[config.mk]
export PLATFORM = sky130hd
export DESIGN_NAME = afa_sqrt
export DESIGN_NICKNAME = d
export VERILOG_FILES = /design/src/rtl/afa_pkg.sv /design/src/rtl/afa_sqrt.sv
export SDC_FILE = /design/constraint.sdc
export NUM_CORES = 1
export LEC_CHECK = 0
export BUFFER_PORTS_ARGS = -buffer_cell sky130_fd_sc_hd__buf_2
export CAP_MARGIN = 20
export CORE_ASPECT_RATIO = 1.5
export CORE_MARGIN = 2
export CORE_UTILIZATION = 40
export CTS_BUF_LIST = sky130_fd_sc_hd__clkbuf_8
export DETAILED_ROUTE_END_ITERATION = 16
export MAX_ROUTING_LAYER = met4
export PLACE_DENSITY = 0.68
export SKIP_LAST_GASP = 1
export SYNTH_ARGS = -nofsm -noshare
export SYNTH_HDL_FRONTEND = slang
export SYNTH_SLANG_ARGS = --single-unit
[constraint.sdc]
create_clock -name clk_i -period 5.74 [get_ports clk_i]
set_input_delay 0.861 -clock clk_i [delete_from_list [all_inputs] [get_ports clk_i]]
set_output_delay 0.861 -clock clk_i [all_outputs]
set_load 0.03 [all_outputs]
[src/rtl/afa_pkg.sv]
// Shared types, constants and the quarter-wave sine table for the audio feature analyzer.
package afa_pkg;

  localparam int unsigned WINDOW     = 4096;
  localparam int unsigned WIN_AW     = 12;
  localparam int unsigned WIN_CW     = 13;
  localparam int unsigned MAX_BINS   = 256;
  localparam int unsigned MAX_FRAMES = 2097152;
  localparam int unsigned QUARTER    = 1024;
  localparam int unsigned QTAB_DEPTH = 1025;
  localparam int unsigned QTAB_AW    = 11;
  localparam int unsigned DIV_W      = 64;
  localparam int unsigned ACC_W      = 44;
  localparam int unsigned RATE_W     = 18;

  localparam logic [RATE_W-1:0] RATE_RESET = 18'd48000;

  localparam longint Q30_ONE = 64'sd1073741824;
  localparam longint ROT_COS = 64'sd1073740561;
  localparam longint ROT_SIN = 64'sd1647099;

  typedef struct packed {
    logic signed [15:0] sample_value;
    logic               last;
  } in_word_t;

  typedef struct packed {
    logic [15:0]        peak_level;
    logic [15:0]        rms_level;
    logic [19:0]        peak_rms_ratio;
    logic signed [15:0] mean_level;
    logic [15:0]        crossing_rate;
    logic [23:0]        attack_us;
    logic [16:0]        centroid_hz;
    logic [21:0]        frame_total;
  } out_word_t;

  typedef struct packed {
    logic             start;
    logic [DIV_W-1:0] num;
    logic [DIV_W-1:0] den;
  } div_req_t;

  typedef struct packed {
    logic             done;
    logic [DIV_W-1:0] quot;
    logic [DIV_W-1:0] rem;
  } div_rsp_t;

  typedef struct packed {
    logic             start;
    logic [DIV_W-1:0] value;
  } sqrt_req_t;

  typedef struct packed {
    logic        done;
    logic [31:0] root;
  } sqrt_rsp_t;

  typedef struct packed {
    logic              en;
    logic [WIN_AW-1:0] addr;
    logic [15:0]       data;
  } win_wr_t;

  typedef struct packed {
    logic              start;
    logic [WIN_CW-1:0] w;
    logic [WIN_AW-1:0] dq;
    logic [WIN_CW-1:0] dr;
  } dft_cmd_t;

  typedef struct packed {
    logic                    done;
    logic signed [ACC_W-1:0] re;
    logic signed [ACC_W-1:0] im;
  } dft_rsp_t;

  typedef logic [QTAB_DEPTH-1:0][14:0] qtab_t;

  // Quarter-wave sine in unsigned Q0.15, built from a Q2.30 rotation recurrence.
  function automatic qtab_t build_qtab();
    qtab_t  t;
    longint c;
    longint s;
    longint q;
    longint nc;
    longint ns;
    c = Q30_ONE;
    s = 0;
    t = '0;
    for (int j = 0; j < QTAB_DEPTH; j++) begin
      q = (s + 64'sd16384) / 64'sd32768;
      if (q < 0) q = 0;
      if (q > 64'sd32767) q = 64'sd32767;
      t[j] = q[14:0];
      nc = (c * ROT_COS - s * ROT_SIN + Q30_ONE / 2) / Q30_ONE;
      ns = (s * ROT_COS + c * ROT_SIN + Q30_ONE / 2) / Q30_ONE;
      c = nc;
      s = ns;
    end
    return t;
  endfunction

endpackage

[src/rtl/afa_sqrt.sv]
// Integer square root that retires two radicand bits per cycle.
module afa_sqrt (
  input  logic                clk_i,
  input  logic                rst_ni,
  input  afa_pkg::sqrt_req_t  req_i,
  output afa_pkg::sqrt_rsp_t  rsp_o
);

  logic [afa_pkg::DIV_W-1:0] val_q;
  logic [afa_pkg::DIV_W-1:0] res_q;
  logic [afa_pkg::DIV_W-1:0] bit_q;
  logic [afa_pkg::DIV_W-1:0] trial;
  logic                      busy_q;
  logic                      done_q;

  assign trial = res_q + bit_q;

  always_ff @(posedge clk_i or negedge rst_ni) begin
    if (!rst_ni) begin
      val_q  <= '0;
      res_q  <= '0;
      bit_q  <= '0;
      busy_q <= 1'b0;
      done_q <= 1'b0;
    end else begin
      done_q <= 1'b0;
      if (req_i.start) begin
        val_q  <= req_i.value;
        res_q  <= '0;
        bit_q  <= {2'b01, {(afa_pkg::DIV_W-2){1'b0}}};
        busy_q <= 1'b1;
      end else if (busy_q) begin
        if (val_q >= trial) begin
          val_q <= val_q - trial;
          res_q <= (res_q >> 1) + bit_q;
        end else begin
          res_q <= res_q >> 1;
        end
        bit_q <= bit_q >> 2;
        if (bit_q[0]) begin
          busy_q <= 1'b0;
          done_q <= 1'b1;
        end
      end
    end
  end

  assign rsp_o.done = done_q;
  assign rsp_o.root = res_q[31:0];

endmodule

==> impl_metrics.tcl <==
set metrics [dict create \
    place.port_buffers 99 \
    end_kind "flop" \
    antenna_found_initial 1 \
    drc_errors 0 \
    finalHoldViolCount 0 \
    num_io_pins 100 \
    slew_headroom_pct 40.6 \
    critical_path_required_ns 6.13 \
    gr-total-overflow 0 \
    drt_iter0_markers 1295 \
    area_growth_pct 19.0 \
    maxCapViolCount 0 \
    detailed_place_hpwl_um 41400 \
    wire_per_inst_um 20.2 \
    synth.distinct_cells 88 \
    wirelength_um 55900 \
    pin_count_of_the_biggest_net_entering_global_routing 72 \
    floorplan.initialDensity_pct 40.5 \
    yosysSeqAreaShare_pct 24.9 \
    regToRegSetupSlack_ns -0.07 \
    reg2reg_from "bit_q[34]" \
    grt_pass1_vias 15900 \
    postSynthCellCount 2083 \
    critPathKind "flop to flop" \
    power_leakage_nw 8.63 \
    finClkSkew_ns 0.0189 \
    nNetsFinal 2441 \
    tritonroute_pass_1_iters 7 \
    cts_htree_levels 4 \
    final_cell_count_without_fillers 2763 \
    worstSkewPairLatency_ns 0.52 \
    top_cells_by_area_in_the_synthesized_netlist "sky130_fd_sc_hd__dfrtp_1, sky130_fd_sc_hd__ha_1, sky130_fd_sc_hd__nand2_1" \
    worstRegToRegCells 22 \
    die_h_um 251 \
    setup_repair_after_global_routing_missed_its_margin "yes" \
    outcome "finished with violations" \
    root_buffer "sky130_fd_sc_hd__clkbuf_8" \
    clkSlewWorstSetupHoldPaths_ns 0.11 \
    avgSynthCellArea_um2 7.81 \
    worst_hold_path_type "input pin to async pin" \
    num_rows 90 \
    finalWorstSetupSlack_ns -0.0739 \
    setup_violations 17 \
    drive_above_1_share_pct 20.4 \
    flops_latches_synth 162 \
    cellPowerDensity_nw_per_um2 581 \
    finalMaxSlewViolations 0 \
    route.detailed.vias_per_inst 6.03 \
    fmax_ghz 0.172 \
    netlist_top_cells_count "sky130_fd_sc_hd__nand2_1, sky130_fd_sc_hd__nor2_1, sky130_fd_sc_hd__a21oi_1" \
    peakVddDrop_v 0.000246 \
    ys_dominant_reg_cell "sky130_fd_sc_hd__dfrtp_1" \
    violations "setup timing" \
    cell_type_with_the_highest_aggregate_area_in_the_netlist "sky130_fd_sc_hd__dfrtp_1" \
    max-clock-path-buffers 2 \
    netlist_area_before_placement_um2 16300 \
    fin_crit_sh_pct 101 \
    ant_nets 0 \
    critical_path_peak_fanout 6 \
    placed_cells 2693 \
    die_x_um 169 \
    die_area_um2 42300 \
    synth_enable_flop_cells 0 \
    post-place-ws_ns -0.0676 \
    synthMostInstantiatedCell "sky130_fd_sc_hd__nand2_1" \
    share_of_the_synthesized_area_in_the_top_cell_type_pct 24.9 \
    critPathArrivalTime_ns 6.21 \
    track_usage_pct 25.9 \
    synth-warning-count 0 \
    report.power.total_mw 11.3 \
    gp_congestion 0.982 \
    final_period_minus_worst_setup_slack_ns 5.81 \
    core_area_um2 40200 \
    numCtsBuffers 17 \
    synth_fp_nets 2281 \
    grt_first_pass_wirelength_um 85000 \
    tritoncts "done" \
    via_count 16700 \
    total_clock_sinks 162 \
    timing.hold.ws_ns 0.335 \
    critical_path.reg2reg.endpoint "val_q[54]" \
    start_kind "flop" \
    ys_async_sr_fraction_pct 100 \
    worst-slew-pin-transition_ns 0.891 \
]
-- placed cells by master (no fill, tap or decap), drive strengths merged, types with 15 or more instances in the layout --
| cell | netlist | layout |
|---|---|---|
| clkbuf | 74 | 26 |
| xnor2 | 70 | 70 |
| inv | 52 | 59 |
| nor2 | 209 | 209 |
| a311oi | 19 | 19 |
| o21ai | 166 | 166 |
| nand4 | 47 | 47 |
| ha | 130 | 130 |
| o21bai | 37 | 37 |
| dfrtp | 162 | 162 |
| a31oi | 54 | 54 |
| or3 | 18 | 18 |
| and3 | 20 | 20 |
| buf | 72 | 279 |
| a21o | 29 | 29 |
| nand2 | 248 | 248 |
| mux2 | 17 | 17 |
| a21oi | 172 | 172 |
| a211oi | 36 | 36 |
| and2 | 15 | 15 |
| o21a | 17 | 17 |
| xor2 | 70 | 70 |
| a31o | 21 | 21 |
| nor3 | 42 | 42 |
| nor2b | 15 | 15 |
| nand3 | 41 | 41 |
| mux2i | 52 | 52 |
-- final cells by class --
type | instances | area [um^2]
fill | 3847 | 20800
clock buffer | 18 | 248
multi-input combinational | 1723 | 11800
sequential | 162 | 4060
inverter | 52 | 195
tap | 506 | 633
timing repair buffer | 287 | 2310
antenna | 1 | 2.50
clock inverter | 14 | 169
-- worst max-delay path: stages, from the launching register on --
cell	delay, ns
sky130_fd_sc_hd__dfrtp_1	0.44
sky130_fd_sc_hd__ha_2	0.41
sky130_fd_sc_hd__and4_4	0.23
sky130_fd_sc_hd__nand2_1	0.07
sky130_fd_sc_hd__or4_1	0.54
sky130_fd_sc_hd__o31ai_4	0.37
sky130_fd_sc_hd__a311oi_2	0.18
sky130_fd_sc_hd__buf_4	0.17
sky130_fd_sc_hd__nor4b_2	0.28
sky130_fd_sc_hd__nand2b_1	0.18
sky130_fd_sc_hd__xnor2_1	0.09
sky130_fd_sc_hd__ha_1	0.33
sky130_fd_sc_hd__nand4_1	0.18
sky130_fd_sc_hd__nor4_2	0.44
sky130_fd_sc_hd__and3_4	0.25
sky130_fd_sc_hd__nand4_1	0.08
sky130_fd_sc_hd__and3b_2	0.24
sky130_fd_sc_hd__o221ai_4	0.09
sky130_fd_sc_hd__buf_6	0.14
sky130_fd_sc_hd__a21o_4	0.15
sky130_fd_sc_hd__nand2_1	0.25
sky130_fd_sc_hd__a2111oi_1	0.49
sky130_fd_sc_hd__a211oi_2	0.09
-- per-layer routing --
metal | track usage, % | routed length, um | vias to the layer above | part of all wire [%]
li1 | - | - | 7945 | -
met1 | 33.3 | 24200 | 8014 | 43
met2 | 40.7 | 26400 | 571 | 47
met3 | 2.71 | 2650 | 137 | 4.7
met4 | 12.5 | 2610 | 0 | 4.7
met5 | - | 0 | - | 0
-- cell families (layout without fill, tap and decap cells) --
logic type | after synthesis | count (layout) | synth area share (%)
fa+ha+maj | 131 | 131 | 10.1
flops | 162 | 162 | 24.9
compound gates | 662 | 662 | 26.8
xor+xnor | 140 | 140 | 7.54
buf+inv | 198 | 371 | 5.73
other cells | 0 | 1 | 0
mux | 69 | 69 | 4.38
simple gates | 721 | 721 | 20.6
-- what timing repair did --
action / CTS / global route
setup buffers: 0 / 27
resized for setup: 4 / 160
gates cloned: 0 / 11
pin swaps: 1 / 54
setup endpoints to repair: 31 / 127
hold buffers: 0 / 0
-- metrics by stage --
| stage | instance area (um^2) | utilization [%] | TNS (ns) |
|---|---|---|---|
| 3_5_place_dp | 17900 | 44.5 | -0.357 |
| 4_1_cts | 18300 | 45.5 | -0.0170 |
| 3_3_place_gp | 17900 | 44.5 | 0 |
| 5_1_grt | 19400 | 48.2 | -20.44 |
| 2_1_floorplan | 16300 | - | 0 |
| 6_report | 19400 | 48.2 | -0.444 |
-- state kept, by name, indices dropped and copies added (netlist names) --
signal	flops
busy_q	1
res_q	64
done_q	1
val_q	64
bit_q	32
-- power by group --
part           internal, mW  switching (mW)  leakage, nW
logic                  3.81            4.69         6.30
registers              1.46           0.340         2.11
clock network         0.414           0.548        0.214
total                  5.68            5.58         8.63
-- worst max path at each step --
stage	start	end	slack (ns)	cells after the start
6_report	bit_q[34]	val_q[54]	-0.07	22
5_1_grt	bit_q[0]	res_q[31]	-0.30	25
4_1_cts	bit_q[20]	val_q[54]	-0.02	25
3_5_place_dp	res_q[0]	val_q[54]	-0.07	26
3_3_place_gp	res_q[0]	val_q[54]	0.04	26
2_1_floorplan	res_q[18]	val_q[20]	0.49	23
Note: power is estimated with default switching activity, not from simulation.
