File: src/rtl/afa_pkg.sv
// Shared types, constants and the quarter-wave sine table for the audio feature analyzer.
package afa_pkg;

  localparam int unsigned WINDOW     = 4096;
  localparam int unsigned WIN_AW     = 12;
  localparam int unsigned WIN_CW     = 13;
  localparam int unsigned MAX_BINS   = 256;
  localparam int unsigned MAX_FRAMES = 2097152;
  localparam int unsigned QUARTER    = 1024;
  localparam int unsigned QTAB_DEPTH = 1025;
  localparam int unsigned QTAB_AW    = 11;
  localparam int unsigned DIV_W      = 64;
  localparam int unsigned ACC_W      = 44;
  localparam int unsigned RATE_W     = 18;

  localparam logic [RATE_W-1:0] RATE_RESET = 18'd48000;

  localparam longint Q30_ONE = 64'sd1073741824;
  localparam longint ROT_COS = 64'sd1073740561;
  localparam longint ROT_SIN = 64'sd1647099;

  typedef struct packed {
    logic signed [15:0] sample_value;
    logic               last;
  } in_word_t;

  typedef struct packed {
    logic [15:0]        peak_level;
    logic [15:0]        rms_level;
    logic [19:0]        peak_rms_ratio;
    logic signed [15:0] mean_level;
    logic [15:0]        crossing_rate;
    logic [23:0]        attack_us;
    logic [16:0]        centroid_hz;
    logic [21:0]        frame_total;
  } out_word_t;

  typedef struct packed {
    logic             start;
    logic [DIV_W-1:0] num;
    logic [DIV_W-1:0] den;
  } div_req_t;

  typedef struct packed {
    logic             done;
    logic [DIV_W-1:0] quot;
    logic [DIV_W-1:0] rem;
  } div_rsp_t;

  typedef struct packed {
    logic             start;
    logic [DIV_W-1:0] value;
  } sqrt_req_t;

  typedef struct packed {
    logic        done;
    logic [31:0] root;
  } sqrt_rsp_t;

  typedef struct packed {
    logic              en;
    logic [WIN_AW-1:0] addr;
    logic [15:0]       data;
  } win_wr_t;

  typedef struct packed {
    logic              start;
    logic [WIN_CW-1:0] w;
    logic [WIN_AW-1:0] dq;
    logic [WIN_CW-1:0] dr;
  } dft_cmd_t;

  typedef struct packed {
    logic                    done;
    logic signed [ACC_W-1:0] re;
    logic signed [ACC_W-1:0] im;
  } dft_rsp_t;

  typedef logic [QTAB_DEPTH-1:0][14:0] qtab_t;

  // Quarter-wave sine in unsigned Q0.15, built from a Q2.30 rotation recurrence.
  function automatic qtab_t build_qtab();
    qtab_t  t;
    longint c;
    longint s;
    longint q;
    longint nc;
    longint ns;
    c = Q30_ONE;
    s = 0;
    t = '0;
    for (int j = 0; j < QTAB_DEPTH; j++) begin
      q = (s + 64'sd16384) / 64'sd32768;
      if (q < 0) q = 0;
      if (q > 64'sd32767) q = 64'sd32767;
      t[j] = q[14:0];
      nc = (c * ROT_COS - s * ROT_SIN + Q30_ONE / 2) / Q30_ONE;
      ns = (s * ROT_COS + c * ROT_SIN + Q30_ONE / 2) / Q30_ONE;
      c = nc;
      s = ns;
    end
    return t;
  endfunction

endpackage

File: src/rtl/afa_div.sv
// Restoring divider that produces one quotient bit per cycle.
module afa_div (
  input  logic               clk_i,
  input  logic               rst_ni,
  input  afa_pkg::div_req_t  req_i,
  output afa_pkg::div_rsp_t  rsp_o
);

  logic [afa_pkg::DIV_W-1:0] num_q, num_d;
  logic [afa_pkg::DIV_W-1:0] rem_q, rem_d;
  logic [afa_pkg::DIV_W-1:0] den_q;
  logic [5:0]                cnt_q;
  logic                      busy_q;
  logic                      done_q;
  logic [afa_pkg::DIV_W:0]   rem_sh;
  logic                      fits;

  always_comb begin
    rem_sh = {rem_q, num_q[afa_pkg::DIV_W-1]};
    fits   = rem_sh >= {1'b0, den_q};
    rem_d  = fits ? afa_pkg::DIV_W'(rem_sh - {1'b0, den_q})
                  : rem_sh[afa_pkg::DIV_W-1:0];
    num_d  = {num_q[afa_pkg::DIV_W-2:0], fits};
  end

  always_ff @(posedge clk_i or negedge rst_ni) begin
    if (!rst_ni) begin
      num_q  <= '0;
      rem_q  <= '0;
      den_q  <= '0;
      cnt_q  <= '0;
      busy_q <= 1'b0;
      done_q <= 1'b0;
    end else begin
      done_q <= 1'b0;
      if (req_i.start) begin
        num_q  <= req_i.num;
        den_q  <= req_i.den;
        rem_q  <= '0;
        cnt_q  <= '0;
        busy_q <= 1'b1;
      end else if (busy_q) begin
        num_q <= num_d;
        rem_q <= rem_d;
        cnt_q <= cnt_q + 6'd1;
        if (cnt_q == '1) begin
          busy_q <= 1'b0;
          done_q <= 1'b1;
        end
      end
    end
  end

  assign rsp_o.done = done_q;
  assign rsp_o.quot = num_q;
  assign rsp_o.rem  = rem_q;

endmodule

File: config.mk
export PLATFORM = sky130hd
export DESIGN_NAME = afa_div
export DESIGN_NICKNAME = d
export VERILOG_FILES = /design/src/rtl/afa_pkg.sv /design/src/rtl/afa_div.sv
export SDC_FILE = /design/constraint.sdc
export NUM_CORES = 1
export LEC_CHECK = 0
export BUFFER_PORTS_ARGS = -buffer_cell sky130_fd_sc_hd__buf_4
export CORE_ASPECT_RATIO = 0.75
export CORE_MARGIN = 5
export CORE_UTILIZATION = 55
export CTS_CLUSTER_DIAMETER = 80
export DETAILED_ROUTE_END_ITERATION = 8
export HOLD_SLACK_MARGIN = 0.05
export PLACE_DENSITY_LB_ADDON = 0.25
export SYNTH_ARGS = -nofsm -noshare
export SYNTH_HDL_FRONTEND = slang
export SYNTH_SLANG_ARGS = --single-unit
File: constraint.sdc
create_clock -name clk_i -period 4.7 [get_ports clk_i]
set_input_delay 0.47 -clock clk_i [delete_from_list [all_inputs] [get_ports clk_i]]
set_output_delay 0.47 -clock clk_i [all_outputs]
set_load 0.03 [all_outputs]
==> results of run 1 <==
[cells by family after synthesis]
kind of cell	after synthesis	share of synthesized area
DFF	200	0.388
buffers and inverters	192	0.0621
xor gates and xnor gates	58	0.0393
and+or+nand+nor	523	0.177
adders and majority gates	66	0.0645
muxes	68	0.0528
AOI/OAI and AO/OA	436	0.217
[state kept, by name, summed over array words and instances (netlist names)]
register / cells
rem_q: 64
den_q: 64
done_q: 1
num_q: 64
cnt_q: 6
busy_q: 1
[final timing paths]
check / end / slack, ps / depth (start not counted)
worst min register to register: den_q[0] / 520 / 1
max in group asynchronous: den_q[53] / 3530 / 2
worst max register to register: rem_q[10] / 730 / 12
min in group clk_i: num_q[62] / 230 / 3
worst min-delay path: den_q[14] / 160 / 1
worst max-delay path: rem_q[10] / 730 / 12
[layout by cell type (no fill, tap or decap), types with 6 or more instances in the layout]
master and count:
a211oi_1 9, a21o_1 24, a21oi_1 89, a311oi_1 44
a311oi_2 8, a31oi_1 13, and2_1 6, and3_1 9
buf_4 261, clkbuf_16 17, dfrtp_1 199, ha_1 65
inv_1 92, mux2i_1 67, nand2_1 287, nand2b_1 9
nand3_1 26, nand4_1 27, nor2_1 105, nor2b_1 8
nor3_1 13, o2111ai_1 6, o211ai_1 9, o21a_1 8
o21ai_0 171, o21bai_1 15, or3_1 11, xnor2_1 32
xor2_1 26
[synthesized netlist by cell type, types with 4 or more instances]
library cell | instances | share of area
a41oi_1 | 4 | 0.0027
and2_1 | 6 | 0.0029
buf_1 | 5 | 0.0015
nand4_1 | 27 | 0.013
nor2b_1 | 8 | 0.0039
dfrtp_1 | 200 | 0.39
nand3_1 | 26 | 0.010
xor2_1 | 26 | 0.018
o21bai_1 | 15 | 0.0087
a21o_1 | 24 | 0.014
o211ai_1 | 9 | 0.0052
a311oi_1 | 44 | 0.030
xnor2_1 | 32 | 0.022
o2111ai_1 | 6 | 0.0041
inv_1 | 92 | 0.027
nor2_1 | 105 | 0.031
a311oi_2 | 8 | 0.0093
nor4_1 | 5 | 0.0024
a211oi_1 | 9 | 0.0052
nand2b_1 | 9 | 0.0044
buf_2 | 14 | 0.0054
nor3_1 | 13 | 0.0050
nand2_1 | 287 | 0.083
a21boi_0 | 4 | 0.0023
or3_1 | 11 | 0.0053
and3_1 | 9 | 0.0044
o21ai_0 | 171 | 0.066
clkbuf_1 | 71 | 0.021
ha_1 | 65 | 0.063
a21oi_1 | 89 | 0.034
a31oi_1 | 13 | 0.0063
mux2i_1 | 67 | 0.052
buf_6 | 7 | 0.0061
o221ai_1 | 4 | 0.0027
o21a_1 | 8 | 0.0047
[worst reg2reg max path, delay by kind of cell, from the launching register on]
family | cells | cell delay (ps)
AO/OA/AOI/OAI | 6 | 1670
adder cells (fa/ha/maj) | 1 | 430
buffers and inverters | 1 | 280
flip-flops | 1 | 440
AND/OR/NAND/NOR | 4 | 1030
[per-layer routing]
| layer | track usage | wire length [um] | vias to the layer above |
|---|---|---|---|
| met5 | 0 | 0 | - |
| met4 | 0.0537 | 481 | 0 |
| met3 | 0.0579 | 2700 | 34 |
| met2 | 0.406 | 16200 | 473 |
| met1 | 0.402 | 17000 | 5734 |
| li1 | - | - | 5782 |
[per-stage QoR]
step | util | hold WS, ps | setup slack, ps | power, mW
4_1_cts | 0.674 | 198 | 772 | 4.32
2_1_floorplan | - | 174 | 1470 | 2.39
3_3_place_gp | 0.646 | 494 | 941 | 2.69
3_5_place_dp | 0.646 | 505 | 844 | 2.71
6_report | 0.674 | 160 | 732 | 4.30
5_1_grt | 0.674 | 218 | 525 | 4.49
[final cells by class]
type                       instances  area (um2)
clock inverter                    15         219
inverter                          92         345
multi-input combinational       1151        7110
tap                              300         375
timing repair buffer             267        2070
fill                            1949        7510
clock buffer                      17         425
sequential                       200        5010
[report_power, final]
group	internal, mW	leakage (nW)	switching, mW	total (mW)
sequential	1.82	2.55	0.0596	1.88
combinational	0.303	5.10	0.494	0.797
clock	0.906	0.305	0.715	1.62
total	3.03	7.96	1.27	4.30
==> impl_results.md, run 1 <==
* Die Y at 143 um
* Crit. End Element: flop
* Worst-path clk slew at ~80 ps
* Post-synth EDFFs at 0
* Max-Cap Viols at 0
* Pleak at between 7 and 8 nW
* Placed Area at 14900 um2
* Max stage delay on crit path at 540 ps
* Peak VDD IR at 0.000234 V
* PostCTS Resize Cnt at 0
* Slew Viols, Final at 0
* Layout cells sized above 1 at 0.186
* Largest net degree at the start of global routing at around 140
* Final hold vios at 0
* Worst EP required at 5030 ps
* WL/cell at around 18 um
* Post-synthesis sequential area ratio at 0.388
* Row count at 48
* Num ports at between 200 and 300
* Core area at 23100 um2
* Antenna Cells at 0
* Outcome: finished, final reports clean
* Synthesized cell area at around 13000 um2
* Fmax at around 250 MHz
* Min cycle time layout at just under 4000 ps
* Clk_lat worst skew at roughly 450 ps
* Initial antenna violation count at 0
* Clock sinks at 200
* Crit-path leading delay family: compound AO/OA/AOI/OAI gates
* Synthesis-to-finish area growth at 20.4%
* Cells after DPL at 2010
* Final period util at 0.844
* Cells along the critical path: ha_1 -> a21oi_1 -> o21ai_1 -> o311ai_2 -> or4_1 -> a21oi_1 -> nand3b_4 -> a311o_2 -> nand2_2 -> buf_12 -> nand2_1 -> a311oi_1
* Dominant synthesized flop cell: dfrtp_1
* Final Wtd Congestion at approximately 0.95
* Die Area at 26700 um2
* Post-CTS Setup Repair Bufs at 0
* Crit path buf inv count at 1
* Final antenna-violating net count at 0
* Post-CTS Hold Buffers at 0
* Port Buf Inserts at 259
* Cell area after layout at 15500 um2
* Post-Layout Cell Count at approximately 2000
* Hold crit path type: primary input to async pin
* Total CTS buffers at 17
* Routed vias/inst at slightly below 6
* RSZ-0062 raised after global routing: no
* Layout net count at 1926
* FFs w/ async S/R, synth at 1.00
* Crit start category: flop
* Number of setup violations in the final report at 0
* Grt ovf at 0
* Vias at 12023
* Syn nets at between 1500 and 2000
* Cell variety after synth at 69
* Mapped Cells at around 1500
* R2r startpoint: rem_q[31]
* Longest Clk Path Bufs at 2
* Crit path launch: rem_q[31]
* Critical path's most frequent cell: a21oi_1
* Setup TNS at 0 ps
* Average cell area after synthesis at about 8.4 um2
* Yosys reg bits at 200
* Clk root buf: clkbuf_16
* Actual slew at the worst max-slew pin at roughly 1000 ps
* Crit Path Class: flop to flop
* DRC violations left at 0
* Critical Path AT at ~4300 ps
* Starting Density at 0.560
* CTS HTree Levels at 4
* Yosys warning total at 0
* First DRT Iteration DRCs at 1188
* Worst-path maximum fanout at 29
* Die W at about 190 um
* Slowest cell on crit path: nand2_2
* Worst Clk Skew at between 10 and 15 ps
* Pwr Density at ~280 nW/um2
* Number of detailed-route iterations in the first pass at 6
* First-pass GRT wire length at 59.5 mm
* Total track usage at 0.268
* DPL Wire Length at 26.8 mm
* Vias in the first global route at about 11000
* CTS tree: done
* Final wirelength at approximately 36 mm
* Relative slew slack at 0.324
Note: power is estimated with default switching activity, not from simulation.
==> run 2, diff against run 1 <==
==> constraint.sdc (replaced) <==
create_clock -name clk_i -period 4 [get_ports clk_i]
set_input_delay 0.4 -clock clk_i [delete_from_list [all_inputs] [get_ports clk_i]]
set_output_delay 0.4 -clock clk_i [all_outputs]
set_load 0.03 [all_outputs]
==> impl_results.md, run 2 (same netlist as run 1, synthesis figures left out) <==
* FF-to-FF path depth at 11
* Fmax at about 260 MHz
* Worst-path clk slew at approximately 80 ps
* Grt ovf at 0
* WL/cell at around 18 um
* Row count at 48
* Critical path's most frequent cell: a21oi_1
* Longest Clk Path Bufs at 2
* Clock sinks at 200
* Final antenna-violating net count at 0
* Reg power frac at 0.456
* Slew Viols, Final at 0
* Pwr Density at 312 nW/um2
* PnR worst setup slack at 187 ps
* Number of detailed-route iterations in the first pass at 6
* Combinational share of power at 0.195
* Outcome: finished, final reports clean
* Crit path launch: rem_q[10]
* Reg-to-reg slack, setup at ~190 ps
* Relative slew slack at 0.267
* Slowest cell on crit path: a2111oi_0
* Most frequent cells in the layout: nand2_1, buf_4, dfrtp_1, o21ai_0, nor2_1
* First DRT Iteration DRCs at 1198
* Switching share of power at 0.310
* Largest net degree at the start of global routing at around 120
* Min cycle time layout at about 3800 ps
* Starting Density at 0.560
* Routed vias/inst at about 5.9
* First-pass GRT wire length at between 60 and 70 mm
* Die Area at 26700 um2
* Clk_lat worst skew at 460 ps
* Antenna Cells at 0
* Synthesis-to-finish area growth at 20.3%
* Clk root buf: clkbuf_16
* Worst Clk Skew at between 15 and 20 ps
* Max stage delay on crit path at between 600 and 700 ps
* Top Registers: den_q (64), num_q (64), rem_q (64)
* Hold crit path type: primary input to flop
* DRC violations left at 0
* Post-Place Setup Slack at 212 ps
* CTS tree: done
* Layout net count at 1935
* Post-CTS Setup Repair Bufs at 0
* Reg-to-Reg End: rem_q[52]
* Cell area after layout at 15500 um2
* Final Wtd Congestion at roughly 1
* Internal at around 3.3 mW
* Number of setup violations in the final report at 0
* Max-Cap Viols at 0
* Vias at between 10000 and 15000
* Placed Area at between 10000 and 15000 um2
* Layout cells sized above 1 at 0.190
* Actual slew at the worst max-slew pin at ~1100 ps
* Vias in the first global route at 11435
* Final period util at 0.953
* DPL Wire Length at 28.2 mm
* Final core utilization at 0.673
* Worst EP required at 4300 ps
* Total track usage at 0.277
* Worst-path maximum fanout at 8
* Clk pwr share at 0.349
* Crit start category: flop
* Critical Path AT at ~4100 ps
* Crit. End Element: flop
* Num ports at 260
* Cells along the critical path: ha_1 -> a21oi_1 -> o21ai_0 -> a2111oi_0 -> o22ai_2 -> a21oi_1 -> o32ai_2 -> a21oi_1 -> o21ai_0 -> xnor2_1 -> o22ai_1
* Filler Cells Inserted at 1963
* Crit Path Class: flop to flop
* Final wirelength at approximately 38 mm
* Core area at ~23000 um2
* Total net switching power at between 1.5 and 2 mW
* Peak VDD IR at between 0.0002 and 0.0003 V
* R2r startpoint: rem_q[10]
* Leading cell type in the layout, fill and taps excluded: nand2_1
* Die Y at roughly 140 um
* RSZ-0062 raised after global routing: no
* Port Buf Inserts at 259
* Crit path capture: rem_q[52]
* Die W at 187 um
* Final hold vios at 0
* Total CTS buffers at 17
* Initial antenna violation count at 0
* Pleak at around 8.0 nW
* Setup TNS at 0 ps
* CTS HTree Levels at 4
==> run 2: layer usage <==
layer	vias up	routed length [um]	global-route usage
met2	503	16500	0.410
met5	-	0	0
met3	52	2950	0.0655
li1	5803	-	-
met1	5766	17700	0.410
met4	0	682	0.0751
==> run 2: area by class of cell <==
class | instances | area, um2 | area share
clock inverter | 13 | 114 | 0.00733
clock buffer | 19 | 453 | 0.0292
timing repair buffer | 276 | 2120 | 0.136
multi-input combinational | 1151 | 7120 | 0.458
inverter | 92 | 345 | 0.0222
sequential | 200 | 5010 | 0.323
tap | 300 | 375 | 0.0242
==> run 2: power by group through the flow <==
stage	clock, mW	combinational, mW	sequential, mW
final	1.69	0.946	2.21
after global routing	1.80	1.04	2.23
after CTS	1.72	0.944	2.21
after detailed placement	0	0.937	2.25
after global placement	0	0.922	2.25
after floorplan	0	0.448	2.36
==> run 2: repair_timing <==
action / CTS / global route
endpoints found under the hold margin: 60 / 0
gates resized for setup: 0 / 3
hold buffers: 1 / 0
endpoints found under the setup margin: 0 / 28
==> run 2: worst min path at each step <==
stage          startpoint   endpoint  slack, ps  cells past startpoint
5_1_grt         req_i[27]  den_q[27]        130                      3
3_3_place_gp       rst_ni  den_q[15]        500                      1
4_1_cts        req_i[126]  num_q[62]        130                      3
3_5_place_dp       rst_ni  rem_q[14]        510                      1
6_report        req_i[27]  den_q[27]        140                      3
2_1_floorplan      rst_ni     busy_q        100                      0
==> run 2: per-stage QoR <==
step           power (mW)  cells  hold slack, ps
2_1_floorplan        2.81   1543             104
3_3_place_gp         3.17   2018             500
3_5_place_dp         3.19   2018             505
4_1_cts              4.87   2051             126
5_1_grt              5.07   2051             133
6_report             4.85   2051             139
==> run 2: worst max-delay path, delay by kind of cell (launching register included) <==
family | cells | cell delay [ps]
adder cells (fa/ha/maj) | 1 | 420
flip-flops | 1 | 430
XOR/XNOR | 1 | 240
AO/OA/AOI/OAI | 9 | 2580
